$ cat config.mk
export PLATFORM = sky130hd
export DESIGN_NAME = rectangle_gradient_fill_flat
export DESIGN_NICKNAME = d
export VERILOG_FILES = /design/src/sv/rgf_pkg.sv /design/src/sv/rgf_blk_if.sv /design/src/sv/rgf_pix_if.sv /design/src/sv/rgf_front.sv /design/src/sv/rgf_queue.sv /design/src/sv/rgf_back.sv /design/src/sv/rectangle_gradient_fill.sv /design/src/flat_wrapper.sv
export SDC_FILE = /design/constraint.sdc
export NUM_CORES = 2
export LEC_CHECK = 0
export BUFFER_PORTS_ARGS = -buffer_cell sky130_fd_sc_hd__buf_2
export CAP_MARGIN = 40
export CORE_MARGIN = 2
export CORE_UTILIZATION = 50
export DETAILED_ROUTE_END_ITERATION = 8
export GPL_TIMING_DRIVEN = 0
export PLACE_DENSITY_LB_ADDON = 0.08
export SYNTH_ARGS = -nofsm -noshare
export SYNTH_HDL_FRONTEND = slang
export SYNTH_SLANG_ARGS = --single-unit
$ cat constraint.sdc
create_clock -name clk -period 18 [get_ports clk]
set_input_delay 0 -clock clk [delete_from_list [all_inputs] [get_ports clk]]
set_output_delay 0 -clock clk [all_outputs]
set_load 0.005 [all_outputs]
$ cat src/sv/rgf_pkg.sv
// rgf_pkg: shared types, widths, block kind codes and the reciprocal table
// for the rectangle gradient fill. No dependencies.
package rgf_pkg;

    localparam int KIND_W      = 2;
    localparam int GRAY_W      = 8;
    localparam int EXT_W       = 3;
    localparam int DEN_W       = 6;
    localparam int NUM_W       = 14;
    localparam int RECIP_SHIFT = 20;
    localparam int RECIP_W     = 21;

    localparam logic [KIND_W-1:0] KIND_RECT = 2'd0;
    localparam logic [KIND_W-1:0] KIND_HSEG = 2'd1;
    localparam logic [KIND_W-1:0] KIND_VSEG = 2'd2;
    localparam logic [KIND_W-1:0] KIND_DOT  = 2'd3;

    // Block normalized to the bilinear form, with incremental numerator terms
    typedef struct packed {
        logic [EXT_W-1:0]   ext_x;
        logic [EXT_W-1:0]   ext_y;
        logic [GRAY_W-1:0]  gray_a;
        logic [GRAY_W-1:0]  gray_b;
        logic [GRAY_W-1:0]  gray_c;
        logic [GRAY_W-1:0]  gray_d;
        logic [NUM_W-1:0]   num_base;
        logic [NUM_W-1:0]   col_step;
        logic [NUM_W-1:0]   row_step;
        logic [NUM_W-1:0]   row_delta;
        logic [RECIP_W-1:0] recip;
    } rgf_desc_t;

    // ceil(2^RECIP_SHIFT / den) for every product of two runs in 1..7
    function automatic logic [RECIP_W-1:0] recip_of(input logic [DEN_W-1:0] den);
        logic [RECIP_W-1:0] r;
        unique case (den)
            6'd1:    r = 21'd1048576;
            6'd2:    r = 21'd524288;
            6'd3:    r = 21'd349526;
            6'd4:    r = 21'd262144;
            6'd5:    r = 21'd209716;
            6'd6:    r = 21'd174763;
            6'd7:    r = 21'd149797;
            6'd8:    r = 21'd131072;
            6'd9:    r = 21'd116509;
            6'd10:   r = 21'd104858;
            6'd12:   r = 21'd87382;
            6'd14:   r = 21'd74899;
            6'd15:   r = 21'd69906;
            6'd16:   r = 21'd65536;
            6'd18:   r = 21'd58255;
            6'd20:   r = 21'd52429;
            6'd21:   r = 21'd49933;
            6'd24:   r = 21'd43691;
            6'd25:   r = 21'd41944;
            6'd28:   r = 21'd37450;
            6'd30:   r = 21'd34953;
            6'd35:   r = 21'd29960;
            6'd36:   r = 21'd29128;
            6'd42:   r = 21'd24967;
            6'd49:   r = 21'd21400;
            default: r = '0;
        endcase
        return r;
    endfunction

endpackage

$ cat src/sv/rgf_blk_if.sv
// rgf_blk_if: valid/ready channel carrying one decoded block.
// Depends on rgf_pkg.
interface rgf_blk_if
    import rgf_pkg::*;
#(
    parameter int COORD_BITS = 12
);
    logic                  valid;
    logic                  ready;
    logic [KIND_W-1:0]     block_kind;
    logic [GRAY_W-1:0]     gray_a;
    logic [GRAY_W-1:0]     gray_b;
    logic [GRAY_W-1:0]     gray_c;
    logic [GRAY_W-1:0]     gray_d;
    logic [COORD_BITS-1:0] left_x;
    logic [COORD_BITS-1:0] top_y;
    logic [EXT_W-1:0]      extent_x;
    logic [EXT_W-1:0]      extent_y;

    modport source (
        output valid, block_kind, gray_a, gray_b, gray_c, gray_d,
               left_x, top_y, extent_x, extent_y,
        input  ready
    );
    modport sink (
        input  valid, block_kind, gray_a, gray_b, gray_c, gray_d,
               left_x, top_y, extent_x, extent_y,
        output ready
    );
endinterface

$ cat src/sv/rgf_pix_if.sv
// rgf_pix_if: valid/ready channel carrying one pixel write.
// Depends on rgf_pkg.
interface rgf_pix_if
    import rgf_pkg::*;
#(
    parameter int COORD_BITS = 12
);
    logic                  valid;
    logic                  ready;
    logic [COORD_BITS-1:0] pixel_x;
    logic [COORD_BITS-1:0] pixel_y;
    logic [GRAY_W-1:0]     pixel_value;
    logic                  last_pixel;

    modport source (
        output valid, pixel_x, pixel_y, pixel_value, last_pixel,
        input  ready
    );
    modport sink (
        input  valid, pixel_x, pixel_y, pixel_value, last_pixel,
        output ready
    );
endinterface

$ cat src/sv/rgf_front.sv
// rgf_front: accepts blocks, maps every kind onto the bilinear form and
// precomputes the incremental numerator terms. Depends on rgf_pkg, rgf_blk_if.
module rgf_front
    import rgf_pkg::*;
#(
    parameter int MAX_EXTENT = 8,
    parameter int COORD_BITS = 12
)(
    input  logic                  clk,
    input  logic                  rst_n,
    rgf_blk_if.sink               blk,
    output logic                  push_valid,
    input  logic                  push_ready,
    output rgf_desc_t             push_desc,
    output logic [COORD_BITS-1:0] push_x0,
    output logic [COORD_BITS-1:0] push_y0
);

    localparam logic [EXT_W-1:0] EXT_LIM =
        (MAX_EXTENT - 1 > (1 << EXT_W) - 1) ? EXT_W'((1 << EXT_W) - 1)
                                            : EXT_W'(MAX_EXTENT - 1);

    logic                  s1_valid_reg, s1_valid_next;
    logic [GRAY_W-1:0]     ga_reg, gb_reg, gc_reg, gd_reg;
    logic [GRAY_W-1:0]     ga_next, gb_next, gc_next, gd_next;
    logic [EXT_W-1:0]      ex_reg, ey_reg, ex_next, ey_next;
    logic [EXT_W-1:0]      rx_reg, ry_reg, rx_next, ry_next;
    logic [DEN_W-1:0]      den_reg, den_next;
    logic [COORD_BITS-1:0] x0_reg, y0_reg;
    logic [EXT_W-1:0]      ex_clamp, ey_clamp;
    logic                  take;

    assign blk.ready = !s1_valid_reg || push_ready;
    assign take      = blk.valid && blk.ready;

    always_comb
    begin
        ex_clamp = (blk.extent_x > EXT_LIM) ? EXT_LIM : blk.extent_x;
        ey_clamp = (blk.extent_y > EXT_LIM) ? EXT_LIM : blk.extent_y;
        unique case (blk.block_kind)
            KIND_RECT:
            begin
                ga_next = blk.gray_a;
                gb_next = blk.gray_b;
                gc_next = blk.gray_c;
                gd_next = blk.gray_d;
                ex_next = ex_clamp;
                ey_next = ey_clamp;
            end
            KIND_HSEG:
            begin
                ga_next = blk.gray_a;
                gb_next = blk.gray_b;
                gc_next = blk.gray_a;
                gd_next = blk.gray_b;
                ex_next = ex_clamp;
                ey_next = '0;
            end
            KIND_VSEG:
            begin
                ga_next = blk.gray_a;
                gb_next = blk.gray_a;
                gc_next = blk.gray_b;
                gd_next = blk.gray_b;
                ex_next = '0;
                ey_next = ey_clamp;
            end
            KIND_DOT:
            begin
                ga_next = blk.gray_a;
                gb_next = blk.gray_a;
                gc_next = blk.gray_a;
                gd_next = blk.gray_a;
                ex_next = '0;
                ey_next = '0;
            end
            default:
            begin
                ga_next = blk.gray_a;
                gb_next = blk.gray_b;
                gc_next = blk.gray_c;
                gd_next = blk.gray_d;
                ex_next = ex_clamp;
                ey_next = ey_clamp;
            end
        endcase
        // zero extent runs as a span of one with fraction zero
        rx_next  = (ex_next == '0) ? EXT_W'(1) : ex_next;
        ry_next  = (ey_next == '0) ? EXT_W'(1) : ey_next;
        den_next = DEN_W'(rx_next) * DEN_W'(ry_next);
        s1_valid_next = take ? 1'b1 : (push_ready ? 1'b0 : s1_valid_reg);
    end

    always_ff @(posedge clk or negedge rst_n)
    begin
        if (!rst_n)
        begin
            s1_valid_reg <= 1'b0;
        end
        else
        begin
            s1_valid_reg <= s1_valid_next;
        end
    end

    always_ff @(posedge clk)
    begin
        if (take)
        begin
            ga_reg  <= ga_next;
            gb_reg  <= gb_next;
            gc_reg  <= gc_next;
            gd_reg  <= gd_next;
            ex_reg  <= ex_next;
            ey_reg  <= ey_next;
            rx_reg  <= rx_next;
            ry_reg  <= ry_next;
            den_reg <= den_next;
            x0_reg  <= blk.left_x;
            y0_reg  <= blk.top_y;
        end
    end

    // N(kx,ky) = N0 + kx*col_step + ky*(row_step + kx*row_delta), mod 2^NUM_W
    always_comb
    begin
        push_desc.ext_x     = ex_reg;
        push_desc.ext_y     = ey_reg;
        push_desc.gray_a    = ga_reg;
        push_desc.gray_b    = gb_reg;
        push_desc.gray_c    = gc_reg;
        push_desc.gray_d    = gd_reg;
        push_desc.num_base  = NUM_W'(NUM_W'(ga_reg) * NUM_W'(den_reg));
        push_desc.col_step  = NUM_W'((NUM_W'(gb_reg) - NUM_W'(ga_reg)) * NUM_W'(ry_reg));
        push_desc.row_step  = NUM_W'((NUM_W'(gc_reg) - NUM_W'(ga_reg)) * NUM_W'(rx_reg));
        push_desc.row_delta = (NUM_W'(gd_reg) - NUM_W'(gb_reg))
                            - (NUM_W'(gc_reg) - NUM_W'(ga_reg));
        push_desc.recip     = recip_of(den_reg);
    end

    assign push_valid = s1_valid_reg;
    assign push_x0    = x0_reg;
    assign push_y0    = y0_reg;

endmodule

$ cat src/sv/rgf_queue.sv
// rgf_queue: two-entry FIFO between front and back.
// No dependencies.
module rgf_queue #(
    parameter int WIDTH = 8
)(
    input  logic             clk,
    input  logic             rst_n,
    input  logic             push_valid,
    output logic             push_ready,
    input  logic [WIDTH-1:0] push_data,
    output logic             pop_valid,
    input  logic             pop_ready,
    output logic [WIDTH-1:0] pop_data
);

    logic [WIDTH-1:0] mem_reg [2];
    logic             wr_ptr_reg, wr_ptr_next;
    logic             rd_ptr_reg, rd_ptr_next;
    logic [1:0]       count_reg, count_next;
    logic             do_push, do_pop;

    assign push_ready = (count_reg != 2'd2);
    assign pop_valid  = (count_reg != 2'd0);
    assign pop_data   = mem_reg[rd_ptr_reg];
    assign do_push    = push_valid && push_ready;
    assign do_pop     = pop_valid && pop_ready;

    always_comb
    begin
        wr_ptr_next = do_push ? !wr_ptr_reg : wr_ptr_reg;
        rd_ptr_next = do_pop ? !rd_ptr_reg : rd_ptr_reg;
        count_next  = count_reg + 2'(do_push) - 2'(do_pop);
    end

    always_ff @(posedge clk or negedge rst_n)
    begin
        if (!rst_n)
        begin
            wr_ptr_reg <= 1'b0;
            rd_ptr_reg <= 1'b0;
            count_reg  <= 2'd0;
        end
        else
        begin
            wr_ptr_reg <= wr_ptr_next;
            rd_ptr_reg <= rd_ptr_next;
            count_reg  <= count_next;
        end
    end

    always_ff @(posedge clk)
    begin
        if (do_push)
        begin
            mem_reg[wr_ptr_reg] <= push_data;
        end
    end

endmodule

$ cat src/sv/rgf_back.sv
// rgf_back: walks the block column by column, accumulates the numerator,
// scales by the reciprocal and drives pixel writes. Depends on rgf_pkg, rgf_pix_if.
module rgf_back
    import rgf_pkg::*;
#(
    parameter int COORD_BITS = 12
)(
    input  logic                  clk,
    input  logic                  rst_n,
    input  logic                  pop_valid,
    output logic                  pop_ready,
    input  rgf_desc_t             pop_desc,
    input  logic [COORD_BITS-1:0] pop_x0,
    input  logic [COORD_BITS-1:0] pop_y0,
    rgf_pix_if.source             pix
);

    localparam int PROD_W = RECIP_W + NUM_W;

    // walker
    logic                  busy_reg, busy_next;
    rgf_desc_t             desc_reg;
    logic [COORD_BITS-1:0] x0_reg, y0_reg;
    logic [EXT_W-1:0]      kx_reg, ky_reg, kx_next, ky_next;
    logic [NUM_W-1:0]      ncol_reg, ncur_reg, srow_reg;
    logic [NUM_W-1:0]      ncol_next, ncur_next, srow_next;

    // multiply stage
    logic                  a_valid_reg, a_valid_next;
    logic [COORD_BITS-1:0] a_x_reg, a_y_reg;
    logic [NUM_W-1:0]      a_num_reg;
    logic [RECIP_W-1:0]    a_recip_reg;
    logic                  a_ovr_reg, a_last_reg;
    logic [GRAY_W-1:0]     a_ovr_val_reg;

    // output stage
    logic                  o_valid_reg, o_valid_next;
    logic [COORD_BITS-1:0] o_x_reg, o_y_reg;
    logic [GRAY_W-1:0]     o_val_reg, o_val_next;
    logic                  o_last_reg;

    logic                  adv, at_last, load, step;
    logic                  ovr;
    logic [GRAY_W-1:0]     ovr_val;
    logic [PROD_W-1:0]     prod;

    assign adv       = !o_valid_reg || pix.ready;
    assign at_last   = (kx_reg == desc_reg.ext_x) && (ky_reg == desc_reg.ext_y);
    assign load      = adv && (!busy_reg || at_last) && pop_valid;
    assign step      = adv && busy_reg && !at_last;
    assign pop_ready = adv && (!busy_reg || at_last);

    // corner levels replace the formula, later corner winning
    always_comb
    begin
        ovr     = 1'b1;
        ovr_val = desc_reg.gray_a;
        priority if (kx_reg == desc_reg.ext_x && ky_reg == desc_reg.ext_y)
            ovr_val = desc_reg.gray_d;
        else if (kx_reg == '0 && ky_reg == desc_reg.ext_y)
            ovr_val = desc_reg.gray_c;
        else if (kx_reg == desc_reg.ext_x && ky_reg == '0)
            ovr_val = desc_reg.gray_b;
        else if (kx_reg == '0 && ky_reg == '0)
            ovr_val = desc_reg.gray_a;
        else
            ovr = 1'b0;
    end

    always_comb
    begin
        kx_next   = kx_reg;
        ky_next   = ky_reg;
        ncol_next = ncol_reg;
        ncur_next = ncur_reg;
        srow_next = srow_reg;
        if (load)
        begin
            kx_next   = '0;
            ky_next   = '0;
            ncol_next = pop_desc.num_base;
            ncur_next = pop_desc.num_base;
            srow_next = pop_desc.row_step;
        end
        else if (step)
        begin
            if (ky_reg == desc_reg.ext_y)
            begin
                kx_next   = kx_reg + EXT_W'(1);
                ky_next   = '0;
                ncol_next = ncol_reg + desc_reg.col_step;
                ncur_next = ncol_reg + desc_reg.col_step;
                srow_next = srow_reg + desc_reg.row_delta;
            end
            else
            begin
                ky_next   = ky_reg + EXT_W'(1);
                ncur_next = ncur_reg + srow_reg;
            end
        end
        busy_next    = adv ? ((busy_reg && !at_last) || load) : busy_reg;
        a_valid_next = adv ? busy_reg : a_valid_reg;
        o_valid_next = adv ? a_valid_reg : o_valid_reg;
    end

    assign prod       = {RECIP_W'(0), a_num_reg} * {NUM_W'(0), a_recip_reg};
    assign o_val_next = a_ovr_reg ? a_ovr_val_reg : prod[RECIP_SHIFT +: GRAY_W];

    always_ff @(posedge clk or negedge rst_n)
    begin
        if (!rst_n)
        begin
            busy_reg    <= 1'b0;
            a_valid_reg <= 1'b0;
            o_valid_reg <= 1'b0;
        end
        else
        begin
            busy_reg    <= busy_next;
            a_valid_reg <= a_valid_next;
            o_valid_reg <= o_valid_next;
        end
    end

    always_ff @(posedge clk)
    begin
        kx_reg   <= kx_next;
        ky_reg   <= ky_next;
        ncol_reg <= ncol_next;
        ncur_reg <= ncur_next;
        srow_reg <= srow_next;
        if (load)
        begin
            desc_reg <= pop_desc;
            x0_reg   <= pop_x0;
            y0_reg   <= pop_y0;
        end
        if (adv)
        begin
            a_x_reg       <= x0_reg + COORD_BITS'(kx_reg);
            a_y_reg       <= y0_reg + COORD_BITS'(ky_reg);
            a_num_reg     <= ncur_reg;
            a_recip_reg   <= desc_reg.recip;
            a_ovr_reg     <= ovr;
            a_ovr_val_reg <= ovr_val;
            a_last_reg    <= at_last;
            o_x_reg       <= a_x_reg;
            o_y_reg       <= a_y_reg;
            o_val_reg     <= o_val_next;
            o_last_reg    <= a_last_reg;
        end
    end

    assign pix.valid       = o_valid_reg;
    assign pix.pixel_x     = o_x_reg;
    assign pix.pixel_y     = o_y_reg;
    assign pix.pixel_value = o_val_reg;
    assign pix.last_pixel  = o_last_reg;

endmodule

$ cat src/sv/rectangle_gradient_fill.sv
// rectangle_gradient_fill: top level, front -> queue -> back.
// Depends on rgf_pkg, rgf_blk_if, rgf_pix_if, rgf_front, rgf_queue, rgf_back.
//
//   channel  dir  transaction
//   blk      in   one block: kind, four gray levels, origin, extents
//   pix      out  one pixel write: x, y, value, last marker
//
// The back end emits one pixel per cycle unless pix stalls; the single pixel
// walker writes (ex+1)*(ey+1) pixels (1 to 64) per block of extents ex, ey.
// Path of a block: front register, queue, walker, multiply and output stages.
// Reset clears all valid and busy flags; no clearing pass.
// A stall on pix freezes the back end; the front end and a two-entry queue
// keep taking blocks until they fill.
module rectangle_gradient_fill
    import rgf_pkg::*;
#(
    parameter int MAX_EXTENT = 8,
    parameter int COORD_BITS = 12
)(
    input  logic      clk,
    input  logic      rst_n,
    rgf_blk_if.sink   blk,
    rgf_pix_if.source pix
);

    localparam int DESC_W  = $bits(rgf_desc_t);
    localparam int QUEUE_W = DESC_W + 2 * COORD_BITS;

    logic                  push_valid, push_ready;
    rgf_desc_t             push_desc;
    logic [COORD_BITS-1:0] push_x0, push_y0;
    logic                  pop_valid, pop_ready;
    logic [QUEUE_W-1:0]    pop_data;
    rgf_desc_t             pop_desc;
    logic [COORD_BITS-1:0] pop_x0, pop_y0;

    rgf_front #(
        .MAX_EXTENT (MAX_EXTENT),
        .COORD_BITS (COORD_BITS)
    ) u_front (
        .clk        (clk),
        .rst_n      (rst_n),
        .blk        (blk),
        .push_valid (push_valid),
        .push_ready (push_ready),
        .push_desc  (push_desc),
        .push_x0    (push_x0),
        .push_y0    (push_y0)
    );

    rgf_queue #(
        .WIDTH (QUEUE_W)
    ) u_queue (
        .clk        (clk),
        .rst_n      (rst_n),
        .push_valid (push_valid),
        .push_ready (push_ready),
        .push_data  ({push_desc, push_x0, push_y0}),
        .pop_valid  (pop_valid),
        .pop_ready  (pop_ready),
        .pop_data   (pop_data)
    );

    assign pop_desc = pop_data[QUEUE_W-1 -: DESC_W];
    assign pop_x0   = pop_data[2*COORD_BITS-1 -: COORD_BITS];
    assign pop_y0   = pop_data[COORD_BITS-1:0];

    rgf_back #(
        .COORD_BITS (COORD_BITS)
    ) u_back (
        .clk       (clk),
        .rst_n     (rst_n),
        .pop_valid (pop_valid),
        .pop_ready (pop_ready),
        .pop_desc  (pop_desc),
        .pop_x0    (pop_x0),
        .pop_y0    (pop_y0),
        .pix       (pix)
    );

endmodule
$ cat src/flat_wrapper.sv
// flat-port wrapper written by rule: the top's interface ports become plain ports
module rectangle_gradient_fill_flat import rgf_pkg::*;
#(
    parameter int MAX_EXTENT = 8,
    parameter int COORD_BITS = 12
)
  (clk, rst_n, blk_valid, blk_block_kind, blk_gray_a, blk_gray_b, blk_gray_c, blk_gray_d, blk_left_x, blk_top_y, blk_extent_x, blk_extent_y, blk_ready, pix_valid, pix_pixel_x, pix_pixel_y, pix_pixel_value, pix_last_pixel, pix_ready);
  rgf_blk_if #(.COORD_BITS(COORD_BITS)) blk_i ();
  rgf_pix_if #(.COORD_BITS(COORD_BITS)) pix_i ();
  input  logic clk;
  input  logic rst_n;
  input wire logic [$bits(blk_i.valid)-1:0] blk_valid;
  input wire logic [$bits(blk_i.block_kind)-1:0] blk_block_kind;
  input wire logic [$bits(blk_i.gray_a)-1:0] blk_gray_a;
  input wire logic [$bits(blk_i.gray_b)-1:0] blk_gray_b;
  input wire logic [$bits(blk_i.gray_c)-1:0] blk_gray_c;
  input wire logic [$bits(blk_i.gray_d)-1:0] blk_gray_d;
  input wire logic [$bits(blk_i.left_x)-1:0] blk_left_x;
  input wire logic [$bits(blk_i.top_y)-1:0] blk_top_y;
  input wire logic [$bits(blk_i.extent_x)-1:0] blk_extent_x;
  input wire logic [$bits(blk_i.extent_y)-1:0] blk_extent_y;
  output wire logic [$bits(blk_i.ready)-1:0] blk_ready;
  output wire logic [$bits(pix_i.valid)-1:0] pix_valid;
  output wire logic [$bits(pix_i.pixel_x)-1:0] pix_pixel_x;
  output wire logic [$bits(pix_i.pixel_y)-1:0] pix_pixel_y;
  output wire logic [$bits(pix_i.pixel_value)-1:0] pix_pixel_value;
  output wire logic [$bits(pix_i.last_pixel)-1:0] pix_last_pixel;
  input wire logic [$bits(pix_i.ready)-1:0] pix_ready;
  assign blk_i.valid = blk_valid;
  assign blk_i.block_kind = blk_block_kind;
  assign blk_i.gray_a = blk_gray_a;
  assign blk_i.gray_b = blk_gray_b;
  assign blk_i.gray_c = blk_gray_c;
  assign blk_i.gray_d = blk_gray_d;
  assign blk_i.left_x = blk_left_x;
  assign blk_i.top_y = blk_top_y;
  assign blk_i.extent_x = blk_extent_x;
  assign blk_i.extent_y = blk_extent_y;
  assign blk_ready = blk_i.ready;
  assign pix_valid = pix_i.valid;
  assign pix_pixel_x = pix_i.pixel_x;
  assign pix_pixel_y = pix_i.pixel_y;
  assign pix_pixel_value = pix_i.pixel_value;
  assign pix_last_pixel = pix_i.last_pixel;
  assign pix_i.ready = pix_ready;
  rectangle_gradient_fill #(.MAX_EXTENT(MAX_EXTENT), .COORD_BITS(COORD_BITS)) u_core (.clk(clk), .rst_n(rst_n), .blk(blk_i), .pix(pix_i));
endmodule
==> impl_metrics.toml <==
[outcome]
status = "complete, no violations"

[grt]
grt_pass1_wl_um = 139900
grt_pass1_vias = 24790
antenna_found_initial = 2
grt_max_degree = 83
grt_overflow = 0
grt_util_all_layers_pct = 23.68

[clock_network]
cts_setup_buffers = 0
cts_tree = "done"
numCtsBuffers = 69
clock_path_buffers = 3
cts.sinks = 626
path_clk_slew_ns = 0.06
htreeDepth = 3
clk-insertion-delay-late_ns = 0.63
clockRootBuffer = "clkbuf_16"

[critical_path]
path_delay_family = "adder cells"
critPathRequiredTime_ns = 18.36
cp-start-kind = "flip-flop"
critical_path_arrival_ns = 7.98
critical_path_class = "reg2reg"
crit_buf_inv = 5
cpMostUsedCell = "fa_1"
crit_chain = "clkbuf_1 > clkbuf_1 > nand2_1 > fa_1 > inv_1 > fa_1 > fa_1 > fa_1 > fa_1 > inv_1 > fa_1 > inv_1 > ha_1 > a21o_1 > a2111oi_0 > a31oi_1 > o221ai_1 > nor2_1 > o31a_1 > o31a_1"
end_kind = "flip-flop"
crit_path_max_incr_delay_ns = 0.58
slowest_stage = "fa_1"
path_max_fanout = 10

[timing]
min_period_ns = 7.623
worst_pin_slew_ns = 0.8528
rsz0062_at_grt = "false"
final_max_slew_viol_count = 0
period_share_pct = 42.35
hold_viol_final = 0
tns_ns = 0
final-setup-viol-count = 0
fmax_mhz = 131.2
slew_headroom_pct = 43.15
finClkSkew_ns = 0.05191

[worst_hold_path]
hold_path.class = "in2reg"

[synthesis]
ys.flop_type = "edfxtp_1"
yosys_warnings = 0
synth_seq_cells = 626
synth-edff-count = 591
seq_area_frac_synth_pct = 49.36
syn_nets = 3616
yosysUniqueCellTypes = 81
synthesis.area_um2 = 37460
syn_inst = 3069
avgSynthCellArea_um2 = 12.21
synth-async-reset-ratio_pct = 1.278

[detailed_routing]
drtAntennaViolNets = 0
viasPerCell = 5.386
post-route-drc-count = 0
drtIter0Drc = 1499
drtPass1Iterations = 8
wirelength_um = 89550
routedWlPerCell_um = 20.49
dr_total_vias = 23540

[die]
start_util_pct = 50.40
dieArea_um2 = 77120
core_um2 = 74320
dieHeight_um = 277.7
fp-row-count = 100
io_pins = 103
die_w_um = 277.7

[place]
port_buffers = 102
dpl.hpwl_um = 67380
finalWeightedCongestion = 0.9025

[final_layout]
drive_gt1_share_pct = 11.35
nets = 3891
area_delta_synth_final_pct = 13.86
largest_reg_flops = 268

[run]
cap_violations = 0
[final timing paths]
| check | startpoint | endpoint | slack (ns) | cells past startpoint |
|---|---|---|---|---|
| setup / recovery | u_core.u_back.a_num_reg[8] | u_core.u_back.pix.pixel_value[7] | 10.38 | 20 |
| hold / removal | blk_top_y[11] | u_core.u_front.push_y0[11] | 0.08 | 2 |
| setup reg to reg | u_core.u_back.a_num_reg[8] | u_core.u_back.pix.pixel_value[7] | 10.38 | 20 |
| hold reg to reg | u_core.u_back.a_x_reg[9] | u_core.u_back.pix.pixel_x[9] | 0.42 | 0 |
| max in group asynchronous | rst_n | u_core.u_queue.rd_ptr_reg | 16.92 | 3 |
| min in group asynchronous | rst_n | u_core.u_back.pix.valid | 0.54 | 3 |
[stage by stage]
step | cells | hold slack (ns) | util [%] | area (um^2) | setup WS [ns]
after floorplan | 3069 | -0.2956 | - | 37460 | 11.21
after global placement | 4140 | -0.06928 | 52.72 | 39180 | 7.145
after detailed placement | 4158 | -0.06456 | 53.17 | 39520 | 10.36
after CTS | 4369 | 0.03686 | 57.38 | 42650 | 10.33
after global routing | 4369 | 0.06041 | 57.38 | 42650 | 10.04
final | 4370 | 0.07586 | 57.39 | 42650 | 10.38
[cell type report]
cell class | instances | area (um^2)
antenna | 1 | 2.502
buffer | 104 | 439.2
clock buffer | 91 | 1819
clock inverter | 36 | 471.7
fill | 6135 | 31670
inverter | 413 | 1550
multi-input combinational | 1926 | 17010
sequential | 626 | 18490
tap | 969 | 1212
timing repair buffer | 204 | 1659
[logic make-up after synthesis]
family / Yosys count / synth area share [%]
flip-flops: 626 / 49.36
adder cells (fa/ha/maj): 479 / 21.21
multiplexers: 164 / 4.877
buffers and inverters: 517 / 5.294
AND/OR/NAND/NOR: 771 / 9.880
AO/OA/AOI/OAI: 389 / 6.507
XOR/XNOR: 123 / 2.876
[cell usage after synthesis, drive strengths merged, types with 5 or more instances]
cell type | instances | area [um^2]
nor2b | 32 | 207.7
a21boi | 14 | 105.1
nand2 | 336 | 1261
o221ai | 5 | 43.79
nor3b | 6 | 45.04
o21a | 12 | 90.09
dfrtp | 8 | 200.2
a211oi | 17 | 127.6
and2 | 174 | 1095
mux2i | 42 | 445.4
inv | 413 | 1550
ha | 219 | 2740
o211ai | 8 | 60.06
xor2 | 38 | 332.8
nor3 | 27 | 135.1
edfxtp | 591 | 17750
and3 | 7 | 43.79
or2 | 8 | 50.05
a21o | 23 | 172.7
buf | 18 | 110.1
a2111oi | 5 | 50.04
o21ai | 109 | 549.3
fa | 260 | 5205
clkbuf | 86 | 322.8
a31oi | 6 | 37.54
or3 | 9 | 56.30
o31ai | 6 | 45.04
nor4 | 7 | 43.79
nor2 | 101 | 381.6
dfxtp | 27 | 540.5
o41ai | 5 | 58.81
a22oi | 16 | 120.1
nand2b | 18 | 112.6
mux2 | 122 | 1381
nand4 | 5 | 31.28
a21oi | 120 | 604.3
o21bai | 14 | 105.1
nand3 | 34 | 170.2
xnor2 | 85 | 744.5
o22ai | 5 | 31.28
[cells in the final DEF, fill, tap and decap left out, types with 27 or more instances in the layout]
cell,synthesis,routed
nor2_1,100,99
ha_1,219,219
xnor2_1,85,85
mux2i_1,40,40
a21oi_1,119,119
nand2_1,336,336
nand3_1,34,34
mux2_2,120,120
nor2b_1,31,31
o21ai_0,106,105
edfxtp_1,591,591
fa_1,260,260
clkbuf_16,0,69
dlygate4sd3_1,0,84
clkbuf_1,86,107
nor3_1,27,27
buf_2,12,115
inv_1,412,412
xor2_1,38,38
dfxtp_1,27,27
and2_1,171,171
[metal layers]
| layer | wire (um) | up-vias | GRT usage (%) |
|---|---|---|---|
| li1 | - | 10970 | - |
| met1 | 40120 | 11800 | 32.86 |
| met2 | 42830 | 651 | 39.21 |
| met3 | 4700 | 115 | 3.310 |
| met4 | 1901 | 0 | 6.473 |
| met5 | 0 | - | 0 |
[timing repair]
item | in CTS | in global routing
resized for setup | 0 | 0
hold endpoints to repair | 80 | 0
hold buffers | 84 | 0
[worst register-to-register path, cell delays in order (launching register included)]
cell       delay, ns
edfxtp_1        0.36
clkbuf_1        0.49
clkbuf_1        0.55
nand2_1         0.19
fa_1            0.58
inv_1           0.06
fa_1            0.51
fa_1            0.54
fa_1            0.52
fa_1            0.55
inv_1           0.06
fa_1            0.55
inv_1           0.05
ha_1            0.32
a21o_1          0.18
a2111oi_0       0.50
a31oi_1         0.26
o221ai_1        0.37
nor2_1          0.14
o31a_1          0.31
o31a_1          0.28
Power is not shown: default switching activity piles up to over one toggle a cycle in this logic, so the estimate is an artifact.
